--- src/qr_reed_solomon_parity_encoder_top_assert.svh ---
// assertion macros for the qr reed-solomon parity encoder
`ifndef QR_REED_SOLOMON_PARITY_ENCODER_TOP_ASSERT_SVH
`define QR_REED_SOLOMON_PARITY_ENCODER_TOP_ASSERT_SVH

`ifndef SYNTH

`define QR_RS_ASSERT(label, clk, rst, prop) \
   label: assert property (@(posedge clk) disable iff (rst) (prop)) \
      else $error("qr_rs assertion failed");

`define QR_RS_ASSERT_IMP(label, clk, rst, ante, cons) \
   label: assert property (@(posedge clk) disable iff (rst) (ante) |-> (cons)) \
      else $error("qr_rs assertion failed");

`define QR_RS_ASSERT_NXT(label, clk, rst, ante, cons) \
   label: assert property (@(posedge clk) disable iff (rst) (ante) |=> (cons)) \
      else $error("qr_rs assertion failed");

`else

`define QR_RS_ASSERT(label, clk, rst, prop)
`define QR_RS_ASSERT_IMP(label, clk, rst, ante, cons)
`define QR_RS_ASSERT_NXT(label, clk, rst, ante, cons)

`endif

`endif

--- src/qr_rs_pkg.sv ---
package qr_rs_pkg;

   localparam int GEN_LIMIT = 64;
   localparam int COUNT_W = 5;
   localparam int CSR_AW = 3;
   localparam int CSR_DW = 32;
   localparam int CFG_MAX = 31;
   localparam logic [COUNT_W-1:0] COUNT_RESET = 5'd7;
   localparam logic [8:0] FIELD_POLY = 9'h11d;

   // register index, taken from paddr[2]
   localparam logic [0:0] REG_PARITY_COUNT = 1'b0;

   typedef logic [GEN_LIMIT:0][7:0] gen_poly_type;

   typedef struct packed {
      logic step;
      logic last;
      logic [7:0] data;
   } lfsr_cmd_type;

   // gf(256) multiply, shift and add with reduction by the field polynomial
   function automatic logic [7:0] gf_mul(input logic [7:0] x, input logic [7:0] y);
      logic [8:0] a;
      logic [7:0] p;
      a = {1'b0, x};
      p = '0;
      for (int k = 0; k < 8; k++) begin
         if (y[k]) begin
            p = p ^ a[7:0];
         end
         a = {a[7:0], 1'b0};
         if (a[8]) begin
            a = a ^ FIELD_POLY;
         end
      end
      return p;
   endfunction

   // generator (x+a^0)..(x+a^(n-1)); entry j is the coefficient of x^(n-j)
   function automatic gen_poly_type build_gen(input int n);
      logic [7:0] asc [0:GEN_LIMIT];
      gen_poly_type g;
      logic [7:0] root;
      for (int i = 0; i <= GEN_LIMIT; i++) begin
         asc[i] = 8'd0;
      end
      asc[0] = 8'd1;
      root = 8'd1;
      for (int i = 0; i < n; i++) begin
         for (int k = i + 1; k > 0; k--) begin
            asc[k] = asc[k-1] ^ gf_mul(root, asc[k]);
         end
         asc[0] = gf_mul(root, asc[0]);
         root = gf_mul(root, 8'd2);
      end
      g = '0;
      for (int k = 0; k <= n; k++) begin
         g[k] = asc[n-k];
      end
      return g;
   endfunction

endpackage

--- src/qr_rs_csr.sv ---
module qr_rs_csr #(
   parameter int MAX_PARITY = 30,
   parameter int NW = 5
) (
   input  logic                                 clock,
   input  logic                                 reset,
   input  logic                                 csr_psel,
   input  logic                                 csr_penable,
   input  logic                                 csr_pwrite,
   input  logic [qr_rs_pkg::CSR_AW-1:0]         csr_paddr,
   input  logic [qr_rs_pkg::CSR_DW-1:0]         csr_pwdata,
   output logic [qr_rs_pkg::CSR_DW-1:0]         csr_prdata,
   output logic                                 csr_pready,
   output logic [NW-1:0]                        n_eff,
   output logic [MAX_PARITY:0][7:0]             gen
);

   localparam int NROWS = (MAX_PARITY < qr_rs_pkg::CFG_MAX) ? MAX_PARITY : qr_rs_pkg::CFG_MAX;
   localparam int RESET_ROW = (int'(qr_rs_pkg::COUNT_RESET) > MAX_PARITY) ?
                              MAX_PARITY : int'(qr_rs_pkg::COUNT_RESET);

   qr_rs_pkg::gen_poly_type row_tab [1:NROWS];

   logic [qr_rs_pkg::COUNT_W-1:0] count_ff, count_in;
   logic [NW-1:0]                 n_eff_ff, n_eff_in, n_new;
   logic [MAX_PARITY:0][7:0]      gen_ff, gen_in;
   qr_rs_pkg::gen_poly_type       gen_sel;
   logic [qr_rs_pkg::COUNT_W-1:0] wv;
   logic                          wr;

   for (genvar k = 1; k <= NROWS; k++) begin : g_rows
      assign row_tab[k] = qr_rs_pkg::build_gen(k);
   end

   assign wr = csr_psel & csr_penable & csr_pwrite
               & (csr_paddr[2] == qr_rs_pkg::REG_PARITY_COUNT);
   assign wv = csr_pwdata[qr_rs_pkg::COUNT_W-1:0];

   // zero counts as one, above the maximum counts as the maximum
   always_comb begin
      if (wv == '0) begin
         n_new = NW'(1);
      end else if (int'(wv) > MAX_PARITY) begin
         n_new = NW'(MAX_PARITY);
      end else begin
         n_new = NW'(wv);
      end
   end

   always_comb begin
      gen_sel = row_tab[1];
      for (int k = 1; k <= NROWS; k++) begin
         if (n_new == NW'(k)) begin
            gen_sel = row_tab[k];
         end
      end
   end

   always_comb begin
      count_in = count_ff;
      n_eff_in = n_eff_ff;
      gen_in   = gen_ff;
      if (wr) begin
         count_in = wv;
         n_eff_in = n_new;
         gen_in   = gen_sel[MAX_PARITY:0];
      end
   end

   always_ff @(posedge clock) begin
      if (reset) begin
         count_ff <= qr_rs_pkg::COUNT_RESET;
         n_eff_ff <= NW'(RESET_ROW);
         gen_ff   <= row_tab[RESET_ROW][MAX_PARITY:0];
      end else begin
         count_ff <= count_in;
         n_eff_ff <= n_eff_in;
         gen_ff   <= gen_in;
      end
   end

   assign csr_prdata = (csr_paddr[2] == qr_rs_pkg::REG_PARITY_COUNT) ?
                       {{(qr_rs_pkg::CSR_DW-qr_rs_pkg::COUNT_W){1'b0}}, count_ff} : '0;
   assign csr_pready = 1'b1;
   assign n_eff      = n_eff_ff;
   assign gen        = gen_ff;

endmodule

--- src/qr_rs_lfsr.sv ---
module qr_rs_lfsr #(
   parameter int MAX_PARITY = 30,
   parameter int NW = 5
) (
   input  logic                          clock,
   input  logic                          reset,
   input  qr_rs_pkg::lfsr_cmd_type       cmd,
   input  logic [NW-1:0]                 n_eff,
   input  logic [MAX_PARITY:0][7:0]      gen,
   output logic [MAX_PARITY-1:0][7:0]    rem_upd
);

   logic [MAX_PARITY-1:0][7:0] rem_ff, rem_in;
   logic [7:0]                 fb;

   assign fb = cmd.data ^ rem_ff[0];

   // entry 0 is the highest coefficient; entries at n and above are held
   for (genvar i = 0; i < MAX_PARITY; i++) begin : g_tap
      logic [7:0] prod;
      logic [7:0] shifted;
      assign prod = qr_rs_pkg::gf_mul(fb, gen[i+1]);
      if (i < MAX_PARITY - 1) begin : g_mid
         assign shifted = rem_ff[i+1];
      end else begin : g_top
         assign shifted = 8'd0;
      end
      always_comb begin
         if (NW'(i + 1) < n_eff) begin
            rem_upd[i] = shifted ^ prod;
         end else if (NW'(i + 1) == n_eff) begin
            rem_upd[i] = prod;
         end else begin
            rem_upd[i] = rem_ff[i];
         end
      end
   end

   always_comb begin
      rem_in = rem_ff;
      if (cmd.step) begin
         rem_in = cmd.last ? '0 : rem_upd;
      end
   end

   always_ff @(posedge clock) begin
      if (reset) begin
         rem_ff <= '0;
      end else begin
         rem_ff <= rem_in;
      end
   end

endmodule

--- src/qr_reed_solomon_parity_encoder_top.sv ---
// a data byte is registered and appears on the result channel in the cycle after its transfer
// throughput: one data byte per cycle while rsp_ready is high; after a last byte the n parity
//   bytes follow one per cycle, and req_ready stays low while parity bytes are still queued
// the rate is set by the combinational remainder update and the one output register
// reset (synchronous, active high): remainder cleared, parity count 7, outputs empty
`include "qr_reed_solomon_parity_encoder_top_assert.svh"

module qr_reed_solomon_parity_encoder_top #(
   parameter int MAX_PARITY = 30
) (
   input  logic                          clock,
   input  logic                          reset,
   // input data stream
   input  logic                          req_valid,
   output logic                          req_ready,
   input  logic [7:0]                    req_data_byte,
   input  logic                          req_last_data,
   // codeword stream
   output logic                          rsp_valid,
   input  logic                          rsp_ready,
   output logic [7:0]                    rsp_code_byte,
   output logic                          rsp_is_parity,
   output logic                          rsp_last_out,
   // register port
   input  logic                          csr_psel,
   input  logic                          csr_penable,
   input  logic                          csr_pwrite,
   input  logic [qr_rs_pkg::CSR_AW-1:0]  csr_paddr,
   input  logic [qr_rs_pkg::CSR_DW-1:0]  csr_pwdata,
   output logic [qr_rs_pkg::CSR_DW-1:0]  csr_prdata,
   output logic                          csr_pready
);

   // enough bits to hold the parity count itself
   localparam int NW = $clog2(MAX_PARITY + 1);

   logic [NW-1:0]                 n_eff;
   logic [MAX_PARITY:0][7:0]      gen;
   logic [MAX_PARITY-1:0][7:0]    rem_upd;
   qr_rs_pkg::lfsr_cmd_type       cmd;

   // output register
   logic       out_valid_ff, out_valid_in;
   logic [7:0] out_byte_ff, out_byte_in;
   logic       out_parity_ff, out_parity_in;
   logic       out_last_ff, out_last_in;

   // parity bytes still to go out, highest degree in entry 0
   logic [MAX_PARITY-1:0][7:0] par_ff, par_in;
   logic [NW-1:0]              par_left_ff, par_left_in;

   logic out_free;
   logic in_xfer;

   qr_rs_csr #(
      .MAX_PARITY (MAX_PARITY),
      .NW         (NW)
   ) u_csr (
      .clock       (clock),
      .reset       (reset),
      .csr_psel    (csr_psel),
      .csr_penable (csr_penable),
      .csr_pwrite  (csr_pwrite),
      .csr_paddr   (csr_paddr),
      .csr_pwdata  (csr_pwdata),
      .csr_prdata  (csr_prdata),
      .csr_pready  (csr_pready),
      .n_eff       (n_eff),
      .gen         (gen)
   );

   // the output register can take a new byte when empty or being drained
   assign out_free  = !out_valid_ff || rsp_ready;
   // parity bytes have priority over new data
   assign req_ready = out_free && (par_left_ff == '0);
   assign in_xfer   = req_valid && req_ready;

   assign cmd.step = in_xfer;
   assign cmd.last = req_last_data;
   assign cmd.data = req_data_byte;

   qr_rs_lfsr #(
      .MAX_PARITY (MAX_PARITY),
      .NW         (NW)
   ) u_lfsr (
      .clock   (clock),
      .reset   (reset),
      .cmd     (cmd),
      .n_eff   (n_eff),
      .gen     (gen),
      .rem_upd (rem_upd)
   );

   always_comb begin
      out_valid_in  = out_valid_ff;
      out_byte_in   = out_byte_ff;
      out_parity_in = out_parity_ff;
      out_last_in   = out_last_ff;
      par_in        = par_ff;
      par_left_in   = par_left_ff;
      if (out_free) begin
         if (par_left_ff != '0) begin
            // next parity byte, shift the queue up
            out_valid_in  = 1'b1;
            out_byte_in   = par_ff[0];
            out_parity_in = 1'b1;
            out_last_in   = (par_left_ff == NW'(1));
            par_in        = {8'd0, par_ff[MAX_PARITY-1:1]};
            par_left_in   = par_left_ff - NW'(1);
         end else if (req_valid) begin
            // data byte goes straight through
            out_valid_in  = 1'b1;
            out_byte_in   = req_data_byte;
            out_parity_in = 1'b0;
            out_last_in   = 1'b0;
            if (req_last_data) begin
               // snapshot of the final remainder is the parity block
               par_in      = rem_upd;
               par_left_in = n_eff;
            end
         end else begin
            out_valid_in = 1'b0;
         end
      end
   end

   always_ff @(posedge clock) begin
      if (reset) begin
         out_valid_ff <= 1'b0;
         par_left_ff  <= '0;
      end else begin
         out_valid_ff <= out_valid_in;
         par_left_ff  <= par_left_in;
      end
   end

   // payload, no reset needed
   always_ff @(posedge clock) begin
      out_byte_ff   <= out_byte_in;
      out_parity_ff <= out_parity_in;
      out_last_ff   <= out_last_in;
      par_ff        <= par_in;
   end

   assign rsp_valid     = out_valid_ff;
   assign rsp_code_byte = out_byte_ff;
   assign rsp_is_parity = out_parity_ff;
   assign rsp_last_out  = out_last_ff;

   // no data transfer while parity is still queued
   `QR_RS_ASSERT_IMP(a_no_data_in_parity, clock, reset, in_xfer, par_left_ff == '0)
   // the final byte of a codeword is always a parity byte
   `QR_RS_ASSERT_IMP(a_last_is_parity, clock, reset, out_valid_ff && out_last_ff, out_parity_ff)
   // a last data byte queues exactly n parity bytes
   `QR_RS_ASSERT_NXT(a_parity_load, clock, reset, in_xfer && req_last_data, par_left_ff == $past(n_eff))
   // each free output slot drains one queued parity byte
   `QR_RS_ASSERT_NXT(a_parity_drain, clock, reset, out_free && (par_left_ff != '0), out_parity_ff && (par_left_ff == $past(par_left_ff) - NW'(1)))

endmodule

--- config.mk ---
export PLATFORM = sky130hd
export DESIGN_NAME = qr_reed_solomon_parity_encoder_top
export DESIGN_NICKNAME = d
export VERILOG_FILES = /design/src/qr_rs_pkg.sv /design/src/qr_rs_csr.sv /design/src/qr_rs_lfsr.sv /design/src/qr_reed_solomon_parity_encoder_top.sv
export VERILOG_INCLUDE_DIRS = /design/src /design/src/src
export SDC_FILE = /design/constraint.sdc
export NUM_CORES = 2
export LEC_CHECK = 0
export BUFFER_PORTS_ARGS = -buffer_cell sky130_fd_sc_hd__buf_2
export CORE_UTILIZATION = 44
export CTS_BUF_LIST = sky130_fd_sc_hd__clkbuf_4 sky130_fd_sc_hd__clkbuf_8
export CTS_CLUSTER_SIZE = 14
export DETAILED_ROUTE_END_ITERATION = 8
export PLACE_DENSITY = 0.66
export SETUP_SLACK_MARGIN = 0.05
export SYNTH_ARGS = -nofsm -noshare
export SYNTH_HDL_FRONTEND = slang
export SYNTH_SLANG_ARGS = --single-unit
export TNS_END_PERCENT = 5
--- constraint.sdc ---
create_clock -name clock -period 8.7 [get_ports clock]
set_input_delay 0.87 -clock clock [delete_from_list [all_inputs] [get_ports clock]]
set_output_delay 0.87 -clock clock [all_outputs]
set_load 0.05 [all_outputs]
# After elaboration in Yosys (flattened, before gate mapping)
# Index checks and enable logic that the tools add are counted.
[word_totals] register_bits=746 in_bits=51 out_inout_bits=45 word_cells=803
[classes] n_addsub=1 magnitude_cmp=31 eq_ne=60 muxes=352 bitwise=251 n_reduce_logical=11
[ops] cell="$mux 8" count=302
[ops] cell="$xor 8x8->8" count=240
[ops] cell="$mux 240" count=4
[ops] cell="$mux 232" count=2
[ops] cell="$mux 248" count=1
[ops] cell="$mux 224" count=1
[ops] cell="$mux 215" count=1
[ops] cell="$mux 208" count=1
[ops] cell="$mux 199" count=1
[ops] cell="$mux 191" count=1
[ops] cell="$mux 184" count=1
[ops] cell="$mux 175" count=1
[ops] cell="$mux 168" count=1
[ops] cell="$mux 160" count=1
[ops] cell="$mux 152" count=1
[ops] cell="$mux 143" count=1
[ops] cell="$mux 134" count=1
[ops] cell="$mux 125" count=1
[ops] cell="$mux 120" count=1
[ops] cell="$mux 111" count=1
[ops] cell="$mux 103" count=1
[ops] cell="$mux 96" count=1
[ops] cell="$mux 88" count=1
[ops] cell="$mux 78" count=1
[ops] cell="other kinds (37)" count=138

# Depth between registers and ports, before layout
[logic_depth] word_depth=33 mapped_depth=14 depth_no_buf=12

# By module
# Synthesis repeated with hierarchy kept, for this count alone.
[unflattened] cells_unflattened=8563 area_unflattened_um2=64818.4
[by_module_without_submodules] mod="qr_rs_lfsr" n_inst=1 cells_per_inst=5939 area_per_inst_um2=41798.8 seq_area_each_um2=4804.6
[by_module_without_submodules] mod="qr_rs_csr" n_inst=1 cells_per_inst=1540 area_per_inst_um2=12021.5 seq_area_each_um2=4444.3
[by_module_without_submodules] mod="qr_reed_solomon_parity_encoder_top" n_inst=1 cells_per_inst=1084 area_per_inst_um2=10998.0 seq_area_each_um2=7627.3

# Worst setup path after synthesis
# Ideal clock, no wire load.
[synth_timing] path_kind="reg2reg" start="register par_left_ff[0]" end="register par_left_ff[1]" setup_ns=0.085 t_arrival_ns=7.490 required_ns=8.615 setup_slack_ns=1.125 path_stages_with_launch=13 path_buffers=1 synth_period_minus_slack_ns=7.575 cell_sequence="dfxtp_1 -> inv_1 -> ha_1 -> nand2b_1 -> nor3_1 -> inv_2 -> clkbuf_1 -> nor2_1 -> nor2_1 -> o21ai_0 -> inv_1 -> o211ai_1 -> a21oi_1"
[synth_via] elab_chain_len=3 word_cells_on_any_way=6 classes_between="add/sub (1); mux (1); reduce/logical (4)"
[synth_rtl] item="start, declared" line="qr_reed_solomon_parity_encoder_top.sv:50" source="logic [NW-1:0] par_left_ff, par_left_in;"
[synth_rtl] item="start signal, assigned" line="qr_reed_solomon_parity_encoder_top.sv:133" source="par_left_ff <= par_left_in;"
[synth_rtl] item="parallel branches: the longest is 3 deep, another holds $sub 5x1->5"
# Several ways; the timed one is not identified.
# A chain may end at the register's enable or synchronous reset.

# Worst setup path after layout
[layout_timing] start="register u_lfsr.rem_ff[3] (netlist name)" end="register par_ff[11] (netlist name), data pin"
[layout_via] elab_chain_len=21 word_cells_on_any_way=27 classes_between="mux (16); bitwise (11)"
[layout_rtl] item="start, declared" line="qr_rs_lfsr.sv:13" source="logic [MAX_PARITY-1:0][7:0] rem_ff, rem_in;"
[layout_rtl] item="start signal, assigned" line="qr_rs_lfsr.sv:50" source="rem_ff <= rem_in;"
[layout_rtl] item="$xor 8x8->8 (*)" line="qr_rs_lfsr.sv:16" source="assign fb = cmd.data ^ rem_ff[0];"
[layout_rtl] item="$mux 8" line="qr_rs_pkg.sv:29" source="if (y[k]) begin"
[layout_rtl] item="$xor 8x8->8" line="qr_rs_pkg.sv:30" source="p = p ^ a[7:0];"
[layout_rtl] item="$mux 8" line="qr_rs_pkg.sv:29"
[layout_rtl] item="$xor 8x8->8" line="qr_rs_pkg.sv:30"
[layout_rtl] item="$mux 8" line="qr_rs_pkg.sv:29"
[layout_rtl] item="$xor 8x8->8" line="qr_rs_pkg.sv:30"
[layout_rtl] item="$mux 8" line="qr_rs_pkg.sv:29"
[layout_rtl] item="[... 5 more ...]"
[layout_rtl] item="$mux 8 (*)" line="qr_rs_pkg.sv:29"
[layout_rtl] item="$xor 8x8->8" line="qr_rs_pkg.sv:30"
[layout_rtl] item="$mux 8 (*)" line="qr_rs_pkg.sv:29"
[layout_rtl] item="$mux 8 or $xor 8x8->8 (tied branches)" line="qr_rs_lfsr.sv:31, qr_rs_lfsr.sv:30"
[layout_rtl] item="$mux 8 (*)" line="qr_rs_lfsr.sv:29" source="if (NW'(i + 1) < n_eff) begin"
[layout_rtl] item="$mux 240 (*)" line="qr_reed_solomon_parity_encoder_top.sv:116" source="if (req_last_data) begin"
[layout_rtl] item="$mux 240 (*)" line="qr_reed_solomon_parity_encoder_top.sv:110" source="end else if (req_valid) begin"
[layout_rtl] item="$mux 232 (*)" line="qr_reed_solomon_parity_encoder_top.sv:102" source="if (par_left_ff != '0) begin"
[layout_rtl] item="end signal, assigned" line="qr_reed_solomon_parity_encoder_top.sv:142" source="par_ff <= par_in;"
[layout_rtl] item="end, declared" line="qr_reed_solomon_parity_encoder_top.sv:49" source="logic [MAX_PARITY-1:0][7:0] par_ff, par_in;"
# Mark *: on every way between the ends. The rest lies on a longest branch, timed or not. The select of a mux whose other input is x is not followed.

==> results.ini <==
[status]
outcome = finished, final reports clean

[final_layout]
post-route-cell-area_sq_um = 64470
final_common_cell = nand2_1
final_cells = 9312
nets = 7455
drive_gt1_share_pct = 6.871
most-common-layout-cells = 2,437 x nand2_1, 756 x xnor2_1, 632 x o21ai_0
area_growth_pct = 6.066

[setup_path]
reg2reg_to = par_ff[11]
path_max_fanout = 15
r2r_slack_ps = 3920
start_kind = flop
crit_required_ps = 9330
endpoint_kind = flop
critPathKind = reg2reg
ff2ff_path_depth = 11
crit_arrival_ps = 5410
r2r_start = u_lfsr.rem_ff[3]

[route]
drc_errors = 0
drt_iter0_drc = 7615
firstDrtPassIters = 8
ant_nets = 0
routed_wl_mm = 228.5
vias = 56320
wire_per_inst_um = 24.54
post_drt_via_cell_ratio = 6.048

[floorplan]
io_pins = 96
die_y_um = 373.7
rows = 136
die_area_sq_um = 139600
die_x_um = 373.7
coreArea_sq_um = 137300
start_util_pct = 44.27

[timing]
slew_headroom_pct = 12.47
setup_viol = 0
fmax_mhz = 209.0
final.setup.worst_slack_ps = 3916
fin_crit_sh_pct = 54.98
slew_viol_final = 0
rsz0062_at_grt = false
timing_hold_violations_final = 0
fin_crit_ps = 4784
fin_setup_tns_ps = 0
finClkSkew_ps = 55.55
tightest_slew_ps = 1310

[synth]
synthArstFlopShare_pct = 0
yosysSeqAreaShare_pct = 27.76
ys_top_cells_by_area = dfxtp_1 15%, nand2_1 15%, edfxtp_1 12%
yosysUniqueCellTypes = 75
synth_edf_count = 250
synth.largest_area_cell = dfxtp_1
ys.warnings.count = 0
netlist_instances = 7871
synth-main-ff-cell = dfxtp_1
avgSynthCellArea_sq_um = 7.723
synth_top_area_share_pct = 15.41
syn_area_sq_um = 60790
ys_ff_latch = 718

[grt]
grtUsageTotal_pct = 31.74
grt_pass1_wl_mm = 339.1
grt_pass1_vias = 52200
grt_overflow = 0
antenna_found_initial = 7
grt_max_degree = 159

[clock_network]
cts.hold.buffers_added = 0
cts_buffers = 134
numClockSinks = 718
cts_tree = built
h-tree-depth = 4
clkTransAtPathRegs_ps = 60
clk_latency_ps = 930
cts_resized = 0
postCtsSetupRepairBufs = 0
cts_max_path_buffers = 3
cts_root_buf = clkbuf_8

[placed_design]
post-place-ws_ps = 3394
dpl_cell_area_sq_um = 61500
gp_congestion = 1.056
dp.cells = 9060
hpwl_mm = 152.5
portBuffers = 38

[pwr]
ir_drop_mv = 0.3750
power_leakage_uw = 0.02487
power_density_nw_per_um2 = 363.1

[worst_hold_path]
holdCritStartpoint = req_valid
holdPathStages = 3
worstHoldEndpoint = rsp_valid
min_path_type = in2reg

[flow_run]
maxCapViolCount = 0

==> layer usage <==
| metal | vias to the layer above | track usage [%] | part of all wire (%) |
|---|---|---|---|
| met5 | - | 0 | 0.0061 |
| met4 | 2 | 15.52 | 5.1 |
| met3 | 653 | 6.794 | 10 |
| met2 | 3262 | 47.52 | 43 |
| met1 | 27150 | 43.25 | 41 |
| li1 | 25250 | - | - |
==> registers in the layout, indices dropped and copies added (netlist names) <==
signal                flops
rsp_code_byte             8
u_csr.count_ff            5
rsp_is_parity             1
rsp_valid                 1
u_csr.gen               212
u_lfsr.rem_ff             8
rsp_last_out              1
u_csr.n_eff               5
par_left_ff               5
par_ff                  240
u_lfsr.g_tap.shifted    232
==> Yosys cell counts (36+ instances only) <==
| library cell | n |
|---|---|
| a211oi_1 | 46 |
| a21oi_1 | 400 |
| a22o_1 | 37 |
| a22oi_1 | 80 |
| and2_1 | 36 |
| buf_1 | 70 |
| buf_2 | 85 |
| buf_4 | 39 |
| clkbuf_1 | 607 |
| dfxtp_1 | 468 |
| edfxtp_1 | 250 |
| mux2i_1 | 79 |
| nand2_1 | 2438 |
| nand2b_1 | 42 |
| nand3_1 | 55 |
| nor2_1 | 460 |
| nor2b_1 | 36 |
| nor3_1 | 70 |
| o21ai_0 | 633 |
| o21ai_1 | 82 |
| o221ai_1 | 36 |
| o22ai_1 | 54 |
| xnor2_1 | 765 |
| xnor3_1 | 329 |
| xor2_1 | 252 |
==> power breakdown <==
| group | internal, uW | switching (uW) |
|---|---|---|
| clock network | 2070 | 1610 |
| logic | 5150 | 9400 |
| registers | 4760 | 419 |
==> logic make-up after synthesis <==
family	count (synthesis)	synth area share, %
and+or+nand+nor	3212	20.93
AOI/OAI and AO/OA	1631	15.94
xor gates and xnor gates	1378	27.92
buffers and inverters	816	5.479
DFF	718	27.76
muxes	112	1.912
adders and majority gates	2	0.04116
other	2	0.01235
==> metrics by stage <==
step                      utilization, %  hold slack, ps  total power, uW
after floorplan                        -           415.9            15320
final                              46.95           290.5            23410
after global routing               46.94           271.9            24380
after CTS                          46.94           225.0            23120
after global placement             44.79           438.5            19240
after detailed placement           44.79           443.5            19390
==> cell type report <==
class | instances | area (sq um)
fillers | 13250 | 72850
multi-input cells | 6363 | 41030
flip-flops and latches | 718 | 16880
clock buffers | 195 | 2421
well taps | 1794 | 2245
repair buffers | 172 | 1286
clock inverters | 49 | 529.3
inverters | 13 | 63.81
diodes | 8 | 20.02
==> worst max path at each step <==
stage | from | end | slack (ps)
6_report | u_lfsr.rem_ff[3] | par_ff[11] | 3920
5_1_grt | par_left_ff[0] | par_ff[92] | 3760
4_1_cts | u_lfsr.rem_ff[3] | par_ff[11] | 4020
3_5_place_dp | req_data_byte[3] | par_ff[11] | 3390
3_3_place_gp | req_data_byte[3] | par_ff[11] | 3460
2_1_floorplan | par_left_ff[0] | par_left_ff[1] | 1120
==> critical path, cell delays in order, from the launching register on <==
cell and delay (ps):
dfxtp_1 400, xnor2_1 520, buf_4 270, xnor3_1 760, xor2_4 860, buf_4 450, nand2_1 120, xnor2_1 180
xnor3_1 510, mux2i_1 150, a31oi_1 200, a21oi_1 90
No activity file was read; power rests on OpenSTA's default activity.
